--- src/design/lpp_pkg.sv ---
`default_nettype none
// ----------------------------------------------------------------------------
// lpp_pkg
// Shared types, the fixed type table and decode helpers for the LPP record
// stream parser.
// ----------------------------------------------------------------------------
package lpp_pkg;

   // Type table dimensions.
   localparam int NUM_TYPES  = 38;
   localparam int TYPE_IDX_W = $clog2(NUM_TYPES);

   // Type codes with a value made of several components or a fixed sign rule.
   localparam logic [7:0] T_ACCEL  = 8'd113;
   localparam logic [7:0] T_GYRO   = 8'd134;
   localparam logic [7:0] T_GPS4   = 8'd136;
   localparam logic [7:0] T_GPS6   = 8'd137;
   localparam logic [7:0] T_COLOUR = 8'd135;
   localparam logic [7:0] T_NODE   = 8'd255;

   // Known type codes, in table order.
   localparam logic [7:0] TYPE_IDS [NUM_TYPES] = '{
      8'd0,   8'd1,   8'd2,   8'd3,   8'd100, 8'd101, 8'd102, 8'd103,
      8'd104, 8'd112, 8'd113, 8'd115, 8'd116, 8'd117, 8'd118, 8'd120,
      8'd121, 8'd125, 8'd128, 8'd130, 8'd131, 8'd132, 8'd133, 8'd134,
      8'd135, 8'd136, 8'd137, 8'd138, 8'd142, 8'd188, 8'd190, 8'd191,
      8'd192, 8'd193, 8'd194, 8'd195, 8'd203, 8'd255};

   // Value length in bytes of each known type.
   localparam logic [3:0] TYPE_SIZES [NUM_TYPES] = '{
      4'd1, 4'd1, 4'd2, 4'd2, 4'd4, 4'd2, 4'd1, 4'd2,
      4'd1, 4'd2, 4'd6, 4'd2, 4'd2, 4'd2, 4'd4, 4'd1,
      4'd2, 4'd2, 4'd2, 4'd4, 4'd4, 4'd2, 4'd4, 4'd6,
      4'd3, 4'd9, 4'd11, 4'd2, 4'd1, 4'd2, 4'd2, 4'd2,
      4'd2, 4'd2, 4'd2, 4'd2, 4'd1, 4'd4};

   // Result status codes.
   typedef enum logic [1:0] {
      STATUS_VALUE   = 2'd0,
      STATUS_UNKNOWN = 2'd1,
      STATUS_TRUNC   = 2'd2
   } lpp_status_type;

   // One result item.
   typedef struct packed {
      logic           valid;
      logic [7:0]     channel;
      logic [7:0]     type_code;
      logic [1:0]     component;
      logic [32:0]    raw_value;
      lpp_status_type status;
      logic           last;
   } lpp_result_type;

   // Type code held at a table index; zero past the end of the table.
   function automatic logic [7:0] code_of(logic [TYPE_IDX_W-1:0] idx);
      logic [7:0] code;
      if (idx < NUM_TYPES) begin
         code = TYPE_IDS[idx];
      end else begin
         code = 8'd0;
      end
      return code;
   endfunction

   // Number of components in a value of the given type.
   function automatic logic [1:0] num_comp(logic [7:0] code);
      logic [1:0] n;
      if (code == T_ACCEL || code == T_GYRO || code == T_GPS4 || code == T_GPS6 ||
          code == T_COLOUR) begin
         n = 2'd3;
      end else begin
         n = 2'd1;
      end
      return n;
   endfunction

   // Byte length of one component.
   function automatic logic [2:0] comp_len(logic [TYPE_IDX_W-1:0] idx, logic [1:0] comp);
      logic [7:0] code;
      logic [2:0] len;
      code = code_of(idx);
      if (code == T_ACCEL || code == T_GYRO) begin
         len = 3'd2;
      end else if (code == T_GPS4) begin
         len = 3'd3;
      end else if (code == T_GPS6) begin
         len = (comp < 2'd2) ? 3'd4 : 3'd3;
      end else if (code == T_COLOUR) begin
         len = 3'd1;
      end else if (idx < NUM_TYPES) begin
         len = TYPE_SIZES[idx][2:0];
      end else begin
         len = 3'd1;
      end
      return len;
   endfunction

   // Whether a component is read as two's complement.
   function automatic logic comp_signed(logic [7:0] code, logic [2:0] len);
      logic sgn;
      if (code == T_ACCEL || code == T_GYRO || code == T_GPS4 || code == T_GPS6) begin
         sgn = 1'b1;
      end else if (code == T_COLOUR || code == T_NODE) begin
         sgn = 1'b0;
      end else begin
         sgn = (len == 3'd4);
      end
      return sgn;
   endfunction

   // Keep the low len bytes of the assembly word and extend them to 33 bits.
   function automatic logic [32:0] extend_value(logic [31:0] v, logic [2:0] len, logic sgn);
      logic [32:0] x;
      case (len)
         3'd1: begin
            x = {{25{sgn & v[7]}}, v[7:0]};
         end
         3'd2: begin
            x = {{17{sgn & v[15]}}, v[15:0]};
         end
         3'd3: begin
            x = {{9{sgn & v[23]}}, v[23:0]};
         end
         3'd4: begin
            x = {sgn & v[31], v};
         end
         default: begin
            x = {1'b0, v};
         end
      endcase
      return x;
   endfunction

endpackage
`default_nettype wire

--- src/design/lpp_type_match.sv ---
`default_nettype none
// ----------------------------------------------------------------------------
// lpp_type_match
// Looks a received type byte up in the fixed type table and returns its index.
// ----------------------------------------------------------------------------
module lpp_type_match
   import lpp_pkg::*;
(
   input  wire logic [7:0]            code,
   output      logic                  hit,
   output      logic [TYPE_IDX_W-1:0] index
);

   // Compare against every table entry; the lowest matching entry wins.
   always_comb begin
      hit   = 1'b0;
      index = '0;
      for (int i = NUM_TYPES - 1; i >= 0; i--) begin
         if (TYPE_IDS[i] == code) begin
            hit   = 1'b1;
            index = TYPE_IDX_W'(i);
         end
      end
   end

endmodule
`default_nettype wire

--- src/design/lpp_parse_core.sv ---
`default_nettype none
// ----------------------------------------------------------------------------
// lpp_parse_core
// Record parse state and the per-byte decode that forms the next result.
// ----------------------------------------------------------------------------
module lpp_parse_core
   import lpp_pkg::*;
(
   input  wire logic           clock,
   input  wire logic           reset,
   input  wire logic           fire,
   input  wire logic [7:0]     data_byte,
   input  wire logic           end_of_packet,
   output      lpp_result_type result
);

   typedef enum logic [3:0] {
      PH_CHAN  = 4'b0001,
      PH_TYPE  = 4'b0010,
      PH_VALUE = 4'b0100,
      PH_DROP  = 4'b1000
   } lpp_phase_type;

   lpp_phase_type         phase_ff, phase_in;
   logic [7:0]            channel_ff, channel_in;
   logic [TYPE_IDX_W-1:0] type_index_ff, type_index_in;
   logic [1:0]            comp_ff, comp_in;
   logic [2:0]            bytes_left_ff, bytes_left_in;
   logic [31:0]           acc_ff, acc_in;

   logic                  type_hit;
   logic [TYPE_IDX_W-1:0] type_found;

   logic [7:0]            cur_code;
   logic [2:0]            cur_len;
   logic [1:0]            cur_ncomp;
   logic [31:0]           acc_shift;
   logic [2:0]            bytes_dec;
   logic [2:0]            comp_next;
   logic                  record_done;
   lpp_result_type        res;

   lpp_type_match u_type_match (
      .code  (data_byte),
      .hit   (type_hit),
      .index (type_found)
   );

   // Values that the value phase works from.
   always_comb begin
      cur_code    = code_of(type_index_ff);
      cur_len     = comp_len(type_index_ff, comp_ff);
      cur_ncomp   = num_comp(cur_code);
      acc_shift   = {acc_ff[23:0], data_byte};
      bytes_dec   = (bytes_left_ff != 3'd0) ? (bytes_left_ff - 3'd1) : 3'd0;
      comp_next   = {1'b0, comp_ff} + 3'd1;
      record_done = (comp_next >= {1'b0, cur_ncomp});
   end

   // Next state and result for the byte at hand.
   always_comb begin
      phase_in      = phase_ff;
      channel_in    = channel_ff;
      type_index_in = type_index_ff;
      comp_in       = comp_ff;
      bytes_left_in = bytes_left_ff;
      acc_in        = acc_ff;
      res           = '0;
      case (phase_ff)
         PH_CHAN: begin
            if (end_of_packet) begin
               res.valid   = 1'b1;
               res.channel = data_byte;
               res.status  = STATUS_TRUNC;
               res.last    = 1'b1;
            end else begin
               channel_in = data_byte;
               phase_in   = PH_TYPE;
            end
         end
         PH_TYPE: begin
            if (!type_hit) begin
               res.valid     = 1'b1;
               res.channel   = channel_ff;
               res.type_code = data_byte;
               res.status    = STATUS_UNKNOWN;
               res.last      = end_of_packet;
               phase_in      = end_of_packet ? PH_CHAN : PH_DROP;
            end else begin
               type_index_in = type_found;
               comp_in       = 2'd0;
               acc_in        = '0;
               bytes_left_in = comp_len(type_found, 2'd0);
               if (end_of_packet) begin
                  res.valid     = 1'b1;
                  res.channel   = channel_ff;
                  res.type_code = data_byte;
                  res.status    = STATUS_TRUNC;
                  res.last      = 1'b1;
                  phase_in      = PH_CHAN;
               end else begin
                  phase_in = PH_VALUE;
               end
            end
         end
         PH_VALUE: begin
            acc_in        = acc_shift;
            bytes_left_in = bytes_dec;
            if (bytes_dec != 3'd0) begin
               // Component still incomplete.
               if (end_of_packet) begin
                  res.valid     = 1'b1;
                  res.channel   = channel_ff;
                  res.type_code = cur_code;
                  res.component = comp_ff;
                  res.status    = STATUS_TRUNC;
                  res.last      = 1'b1;
                  phase_in      = PH_CHAN;
               end
            end else if (end_of_packet && !record_done) begin
               // Component done but the record is cut short.
               res.valid     = 1'b1;
               res.channel   = channel_ff;
               res.type_code = cur_code;
               res.component = comp_ff;
               res.status    = STATUS_TRUNC;
               res.last      = 1'b1;
               phase_in      = PH_CHAN;
            end else begin
               res.valid     = 1'b1;
               res.channel   = channel_ff;
               res.type_code = cur_code;
               res.component = comp_ff;
               res.raw_value = extend_value(acc_shift, cur_len,
                                            comp_signed(cur_code, cur_len));
               res.status    = STATUS_VALUE;
               res.last      = end_of_packet;
               acc_in        = '0;
               if (record_done) begin
                  phase_in = PH_CHAN;
                  comp_in  = 2'd0;
               end else begin
                  comp_in       = comp_next[1:0];
                  bytes_left_in = comp_len(type_index_ff, comp_next[1:0]);
               end
            end
         end
         PH_DROP: begin
            if (end_of_packet) begin
               phase_in = PH_CHAN;
            end
         end
         default: begin
            phase_in = PH_CHAN;
         end
      endcase
      result       = res;
      result.valid = res.valid & fire;
   end

   // State advances once per consumed byte.
   always_ff @(posedge clock) begin
      if (reset) begin
         phase_ff      <= PH_CHAN;
         channel_ff    <= '0;
         type_index_ff <= '0;
         comp_ff       <= '0;
         bytes_left_ff <= '0;
         acc_ff        <= '0;
      end else if (fire) begin
         phase_ff      <= phase_in;
         channel_ff    <= channel_in;
         type_index_ff <= type_index_in;
         comp_ff       <= comp_in;
         bytes_left_ff <= bytes_left_in;
         acc_ff        <= acc_in;
      end
   end

endmodule
`default_nettype wire

--- src/design/lpp_record_stream_parser.sv ---
`default_nettype none
// ----------------------------------------------------------------------------
// lpp_record_stream_parser
// Parses a byte stream of LPP records into raw value components.
// ----------------------------------------------------------------------------
// The parser takes one packet byte per request, tlast marking the packet's
// final byte, and returns at most one result per byte: a finished value
// component, an unknown-type report, or a flag for a packet that ended
// inside a record. It sustains one byte per clock cycle while the result side
// is not stalled. A byte's result passes through the input register and then
// the result register: the type table lookup and the parse state update
// settle between the two. The input side keeps accepting while a result waits
// on the output, until both registers are full.
module lpp_record_stream_parser
   import lpp_pkg::*;
(
   input  wire logic        clock,
   input  wire logic        reset,
   input  wire logic        req_tvalid,
   output      logic        req_tready,
   input  wire logic [7:0]  req_tdata,   // [7:0] data_byte
   input  wire logic        req_tlast,
   output      logic        rsp_tvalid,
   input  wire logic        rsp_tready,
   output      logic [55:0] rsp_tdata,   // [7:0] channel, [15:8] type_code,
                                         // [17:16] component, [50:18] raw_value
   output      logic [1:0]  rsp_tuser,   // [1:0] status
   output      logic        rsp_tlast
);

   logic           in_valid_ff, in_valid_in;
   logic [7:0]     in_byte_ff;
   logic           in_last_ff;
   logic           rsp_valid_ff, rsp_valid_in;
   lpp_result_type rsp_ff;
   lpp_result_type result;
   logic           out_adv;
   logic           fire;

   // Handshake between the two register stages.
   assign out_adv    = !rsp_valid_ff || rsp_tready;
   assign fire       = in_valid_ff && out_adv;
   assign req_tready = !in_valid_ff || out_adv;

   lpp_parse_core u_parse_core (
      .clock         (clock),
      .reset         (reset),
      .fire          (fire),
      .data_byte     (in_byte_ff),
      .end_of_packet (in_last_ff),
      .result        (result)
   );

   // Input request register.
   always_comb begin
      in_valid_in = in_valid_ff;
      if (req_tvalid && req_tready) begin
         in_valid_in = 1'b1;
      end else if (fire) begin
         in_valid_in = 1'b0;
      end
   end

   always_ff @(posedge clock) begin
      if (reset) begin
         in_valid_ff <= 1'b0;
      end else begin
         in_valid_ff <= in_valid_in;
      end
   end

   always_ff @(posedge clock) begin
      if (req_tvalid && req_tready) begin
         in_byte_ff <= req_tdata;
         in_last_ff <= req_tlast;
      end
   end

   // Result register.
   assign rsp_valid_in = out_adv ? result.valid : rsp_valid_ff;

   always_ff @(posedge clock) begin
      if (reset) begin
         rsp_valid_ff <= 1'b0;
      end else begin
         rsp_valid_ff <= rsp_valid_in;
      end
   end

   always_ff @(posedge clock) begin
      if (out_adv && result.valid) begin
         rsp_ff <= result;
      end
   end

   assign rsp_tvalid = rsp_valid_ff;
   assign rsp_tdata  = {5'b0, rsp_ff.raw_value, rsp_ff.component,
                        rsp_ff.type_code, rsp_ff.channel};
   assign rsp_tuser  = rsp_ff.status;
   assign rsp_tlast  = rsp_ff.last;

endmodule
`default_nettype wire

--- config.mk ---
export PLATFORM = sky130hd
export DESIGN_NAME = lpp_record_stream_parser
export DESIGN_NICKNAME = d
export VERILOG_FILES = /design/src/design/lpp_pkg.sv /design/src/design/lpp_type_match.sv /design/src/design/lpp_parse_core.sv /design/src/design/lpp_record_stream_parser.sv
export SDC_FILE = /design/constraint.sdc
export NUM_CORES = 1
export LEC_CHECK = 0
export ABC_AREA = 1
export BUFFER_PORTS_ARGS = -buffer_cell sky130_fd_sc_hd__buf_2
export CAP_MARGIN = 20
export CORE_MARGIN = 2
export CORE_UTILIZATION = 47
export DETAILED_ROUTE_END_ITERATION = 8
export PLACE_DENSITY = 0.66
export SYNTH_ARGS = -nofsm -noshare
export SYNTH_HDL_FRONTEND = slang
export SYNTH_SLANG_ARGS = --single-unit
--- constraint.sdc ---
create_clock -name clock -period 9.6 [get_ports clock]
set_clock_uncertainty 0.2 [all_clocks]
set_input_delay 0 -clock clock [delete_from_list [all_inputs] [get_ports clock]]
set_output_delay 0 -clock clock [all_outputs]
set_load 0.02 [all_outputs]
# After elaboration in Yosys (flattened, before gate mapping)
# Memories as Yosys holds them, arrays and structs flattened.
# Index checks and enable logic that the tools add are counted.
# op_classes
n_addsub	2
order_cmp	7
eq_ne	66
muxes	153
bitwise	9
n_reduce_logical	27
# ops
cell	count
6-bit 2-to-1 mux	38
8-bit equality test, first input constant	20
33-bit case mux with 4 select lines	1
7-bit by 8-bit equality test with 1-bit output, first input constant	14
8-bit equality test, second input constant	13
8-bit 2-to-1 mux	12
3-bit 2-to-1 mux	30
24-bit 2-to-1 mux	3
24-bit case mux with 2 select lines	1
1-bit 2-to-1 mux	45
19-bit 2-to-1 mux	2
17-bit 2-to-1 mux	2
4-bit 2-to-1 mux	7
9-bit case mux with 3 select lines	1
8-bit by 7-bit equality test with 1-bit output, second input constant	3
2-bit by 8-bit equality test with 1-bit output, first input constant	2
4-bit case mux with 4 select lines	1
8-bit case mux with 2 select lines	1
7-bit >= comparator, second input constant	2
6-bit inverter with 7-bit output	2
6-bit less-than comparator, second input constant	2
3-bit AND reduction	4
2-bit 2-to-1 mux	5
1-bit logical OR	9
other kinds (28)	44
# totals
regBits	112
rom_bits	1536
in_bits	13
out_inout_bits	61
wordCells	284
n_memories	4
# memory_table
memory	words	word_bits	read_ports	rd_clocked_by_memory_dff	wr	line_no	source
(name not given)	64	8	1	0	0	lpp_pkg.sv:59	code = TYPE_IDS[idx];
(name not given)	64	8	1	0	0	lpp_pkg.sv:59	
(name not given)	64	4	1	0	0	lpp_pkg.sv:92	len = TYPE_SIZES[idx][2:0];
(name not given)	64	4	1	0	0	lpp_pkg.sv:92	

# Longest topological paths before layout
# logic_depth
depth_word	53
depth_mapped	29
depth_no_buf	28

# Modules after synthesis
# Synthesis repeated with hierarchy kept, for this count alone.
# hier_totals
hier_cells	869
hier_area_um2	6713.9
# by_module_without_submodules
mod	instances	cells_per_inst	area_each_um2	seq_area_each_um2
lpp_parse_core	1	668	4126.5	940.9
lpp_record_stream_parser	1	85	2047.0	1931.9
lpp_type_match	1	116	540.5	0.0

# Least setup slack after synthesis
# No wires, ideal clock.
# synth_timing
path_kind	register -> register
startpoint	register u_parse_core.type_index_ff[0]
endpoint	register rsp_ff, in the netlist rsp_tdata[40], data pin
setup_ns	0.151
arrival_ns	4.137
t_required_ns	9.249
slack_ns	5.113
stages_incl_launch_ff	20
n_path_buf	1
period_less_slack_ns	4.487
cell_sequence	dfxtp_1 -> inv_1 -> ha_1 -> o21ai_0 -> o22ai_1 -> nand2_1 -> o2111ai_1 -> o21ai_1 -> inv_1 -> nand3_1 -> nand2_1 -> nor2_1 -> nand2_1 -> fa_1 -> o31ai_1 -> o21ai_0 -> nor2_1 -> inv_1 -> dlygate4sd3_1 -> a21oi_1
# synth_via
elab_chain_len	18
elab_cells_between_ends	42
classes_between	2 x order compare; 10 x eq/ne; 17 x mux; 3 x bitwise; 8 x reduce/logical; 2 x memory
# synth_lines
item	line_no	source
start, declared	lpp_parse_core.sv:26	logic [TYPE_IDX_W-1:0] type_index_ff, type_index_in;
start signal, assigned	lpp_parse_core.sv:173	type_index_ff <= type_index_in;
6-bit inverter with 7-bit output (not written as such)	lpp_pkg.sv:59, lpp_pkg.sv:92	
memory 64 x 8 bit	-	
8-bit 2-to-1 mux (not written as such)	lpp_pkg.sv:59	
8-bit 2-to-1 mux (2 in a row)	-	
8-bit equality test	lpp_pkg.sv:70, lpp_pkg.sv:104	
3-bit 2-to-1 mux	lpp_pkg.sv:89	end else if (code == T_COLOUR) begin
3-bit 2-to-1 mux	lpp_pkg.sv:87	end else if (code == T_GPS6) begin
3-bit 2-to-1 mux	lpp_pkg.sv:85	end else if (code == T_GPS4) begin
3-bit 2-to-1 mux	lpp_pkg.sv:83	if (code == T_ACCEL || code == T_GYRO) begin
3-bit equality test	lpp_pkg.sv:107, lpp_pkg.sv:115	
1-bit 2-to-1 mux	lpp_pkg.sv:104	end else if (code == T_COLOUR || code == T_NODE) begin
1-bit 2-to-1 mux	lpp_pkg.sv:102	if (code == T_ACCEL || code == T_GYRO || code == T_GPS4 || code == T_GPS6) begin
1-bit 2-to-1 mux	lpp_parse_core.sv:120	end else if (end_of_packet && !record_done) begin
1-bit 2-to-1 mux	lpp_parse_core.sv:109	if (bytes_dec != 3'd0) begin
1-bit 2-to-1 mux	lpp_parse_core.sv:69	case (phase_ff)
1-bit bitwise AND, on equally long branches	lpp_pkg.sv:120, lpp_pkg.sv:117	
33-bit case mux with 4 select lines	lpp_pkg.sv:115	case (len)
end signal, assigned	lpp_record_stream_parser.sv:92	rsp_ff <= result;
end, declared	lpp_record_stream_parser.sv:35	lpp_result_type rsp_ff;
# Parallel ways exist; a longest one is shown, timed or not. The select of a mux whose other input is x is not followed.
# A chain may end at the register's enable or synchronous reset.

==> impl_metrics.tcl <==
set metrics [dict create \
    routabilityCongestion 0.961 \
    reg2reg_path_depth 22 \
    largest_net_degree_at_the_start_of_global_routing 40 \
    grt_pass1_vias 5076 \
    maxSlewViolCount 0 \
    core_area_sq_mm 0.0138 \
    cp-startpoint "u_parse_core.type_index_ff[0]" \
    cp_top_family "compound AO/OA/AOI/OAI gates" \
    postSynthAreaPerCell_sq_um 7.93 \
    routed-via-count 5861 \
    boundaryPins 74 \
    report.final.setup_viol 0 \
    synth_cell_type_count 53 \
    worst-endpoint-arrival_ns 5.23 \
    num_rows 43 \
    port_buffers 68 \
    fp.dieH_microns 122 \
    numCtsBuffers 9 \
    worst-path-stages 22 \
    seq_area_frac_synth 0.439 \
    fillerInstances 1342 \
    hold_class "in2reg" \
    drc 0 \
    initial_antenna_violation_count 0 \
    drive_gt1_frac 0.196 \
    latest_clock_arrival_within_the_worst_skew_pair_ns 0.36 \
    timing.critical_path.slowest_cell_delay_ns 0.70 \
    numClockSinks 112 \
    powerDensity_mw_per_mm2 131 \
    syn2layout_area_growth_pct 13.5 \
    tritoncts "done" \
    tightest_slew_ns 0.872 \
    netlist_top_cells_area "edfxtp_1, dfxtp_1, nand2_1" \
    finalNetCount 928 \
    syn-cell-area_sq_mm 0.00655 \
    cts.path.max_buffers 2 \
    final_antenna_net_count 0 \
    regToRegSetupSlack_ns 4.45 \
    report.final.hold_viol_count 0 \
    hold_crit_start "req_tdata[5]" \
    crit_end "u_parse_core.channel_ff[3]" \
    wire_per_inst_microns 14.5 \
    worst_r2r_startpoint "u_parse_core.type_index_ff[0]" \
    fp.dieArea_sq_mm 0.0149 \
    final_clock_period_utilization_by_the_worst_path 0.536 \
    slew_headroom 0.417 \
    cpMostUsedCell "nand2_1" \
    ir_drop_mv 0.0835 \
    status "completed" \
    worst_hold_path.num_cells 2 \
    drt_iter0_drc 470 \
    dieWidth_microns 122 \
    path_buf_inv 3 \
    postLayoutCellArea_sq_mm 0.00744 \
    postLayoutCoreUtil 0.540 \
    diodes 0 \
    synthDominantCellAreaShare 0.289 \
    postSynthRegisterBits 112 \
    cpMaxStageDelayCell "nor2_1" \
    cellLeakagePower_uw 0.00298 \
    mostFrequentLayoutCells "nand2_1, nor2_1, a21oi_1" \
    path_class "reg2reg" \
    most_common_cell_after_layout_fill_and_taps_aside "nand2_1" \
    worstSetupStartpointType "flop" \
    ctsRootBufferMaster "clkbuf_16" \
    crit_chain "inv_1 > ha_1 > o21ai_0 > o22ai_1 > nand2_1 > o2111ai_1 > o21ai_1 > inv_1 > nand3_1 > nand2_1 > nor2_1 > nand2_1 > fa_1 > o31ai_1 > nor2_1 > nand2_1 > inv_1 > a21oi_1 > nand2_1 > nor2_1 > o21ai_0 > a21oi_1" \
    post_synth_inst_count 826 \
    finalWorstPathRequiredPeriod_ns 5.15 \
    timing.rr.end "u_parse_core.channel_ff[3]" \
    floorplan.initialDensity 0.476 \
    critical_path_required_time_ns 9.68 \
    fin_total_pwr_uw 975 \
    grt_pass1_wl_mm 25.5 \
    route.detailed.vias_per_inst 5.41 \
    place.detailed.hpwl_mm 11.7 \
    fmax_ghz 0.194 \
    gr-usage-all-layers 0.217 \
    synth.largest_area_cell "edfxtp_1" \
    placedInstanceArea_sq_mm 0.00700 \
    dr.pass1.iters 5 \
    yosysWarnings 0 \
    rsz_0062_raised_after_global_routing "no" \
    clkSlewWorstSetupHoldPaths_ns 0.07 \
    tns_ns 0 \
    totalWireLength_mm 15.8 \
    cts_htree_levels 3 \
    crit_path_max_fanout 17 \
    timing.max_cap.violations 0 \
    grt_overflow_total 0 \
    critPathCaptureType "flop" \
]
## cell families after synthesis
logic type | Yosys count | synth area share
buf+inv | 132 | 0.0867
compound gates | 189 | 0.175
other cells | 1 | 0.000572
simple gates | 376 | 0.268
flops | 112 | 0.439
fa+ha+maj | 16 | 0.0317
## worst register-to-register path, cell delays in order, from the launching register on
cell       delay, ns
dfxtp_1         0.52
inv_1           0.15
ha_1            0.33
o21ai_0         0.15
o22ai_1         0.09
nand2_1         0.07
o2111ai_1       0.10
o21ai_1         0.28
inv_1           0.12
nand3_1         0.10
nand2_1         0.09
nor2_1          0.22
nand2_1         0.10
fa_1            0.44
o31ai_1         0.49
nor2_1          0.07
nand2_1         0.09
inv_1           0.07
a21oi_1         0.19
nand2_1         0.18
nor2_1          0.70
o21ai_0         0.17
a21oi_1         0.16
## synthesized netlist by cell type (all sizes together)
master / number
a211oi: 12
a21boi: 1
a21oi: 88
a221o: 1
a311oi: 1
a31oi: 7
and3: 1
buf: 19
clkbuf: 9
conb: 1
dfxtp: 49
dlygate4sd3: 1
edfxtp: 63
fa: 1
ha: 15
inv: 103
nand2: 172
nand3: 53
nand3b: 1
nand4: 13
nor2: 99
nor3: 30
nor4: 5
o2111ai: 3
o211ai: 4
o21ai: 57
o221ai: 1
o22ai: 8
o31ai: 4
o32ai: 2
or2: 2
## report_power, final
group / switching (uW) / internal [uW]
logic: 67.0 / 29.0
clock network: 175 / 178
registers: 7.89 / 519
total: 249 / 725
## worst min-delay path by stage
stage / to / slack, ns
after floorplan: in_byte_ff[0] / -0.10
after global placement: in_last_ff / -0.02
after detailed placement: in_byte_ff[7] / -0.02
after CTS: in_byte_ff[4] / 0.14
after global routing: in_byte_ff[5] / 0.15
final: in_byte_ff[5] / 0.15
## per-stage QoR
step           worst slack [ns]  hold WS, ns  std cells
3_3_place_gp               4.79      -0.0235       1052
5_1_grt                    3.90        0.146       1084
3_5_place_dp               4.60      -0.0219       1053
6_report                   4.45        0.151       1084
2_1_floorplan              5.11       -0.101        830
4_1_cts                    4.52        0.138       1083
## registers in the layout, summed over array words and instances, names as in the netlist
register,cells
u_parse_core.comp_ff,2
rsp_tuser,2
in_valid_ff,1
rsp_tdata,51
in_byte_ff,8
u_parse_core.phase_ff,4
u_parse_core.channel_ff,8
in_last_ff,1
rsp_tlast,1
u_parse_core.bytes_left_ff,3
u_parse_core.type_index_ff,6
u_parse_core.acc_ff,24
rsp_tvalid,1
## metal layers
| layer | wire length (microns) | global-route usage | up-vias |
|---|---|---|---|
| li1 | - | - | 2957 |
| met1 | 7380 | 0.317 | 2689 |
| met2 | 7170 | 0.337 | 192 |
| met3 | 962 | 0.0351 | 23 |
| met4 | 240 | 0.0546 | 0 |
| met5 | 0 | 0 | - |
## layout make-up
cell class / count / area, sq um / share of cell area
clock buffers: 10 / 229 / 0.0308
inverters: 103 / 387 / 0.0520
clock inverters: 6 / 42.5 / 0.00572
multi-input cells: 586 / 3130 / 0.421
flip-flops and latches: 112 / 2870 / 0.386
repair buffers: 87 / 551 / 0.0740
well taps: 180 / 225 / 0.0303
## repair_timing
| action | in CTS | in global routing |
|---|---|---|
| setup endpoints to repair | 0 | 0 |
| gates resized for setup | 0 | 0 |
| buffers inserted | 0 | 0 |
| hold buffers | 14 | 0 |
| hold endpoints to repair | 36 | 0 |
Power figures use the tool's default switching activity.
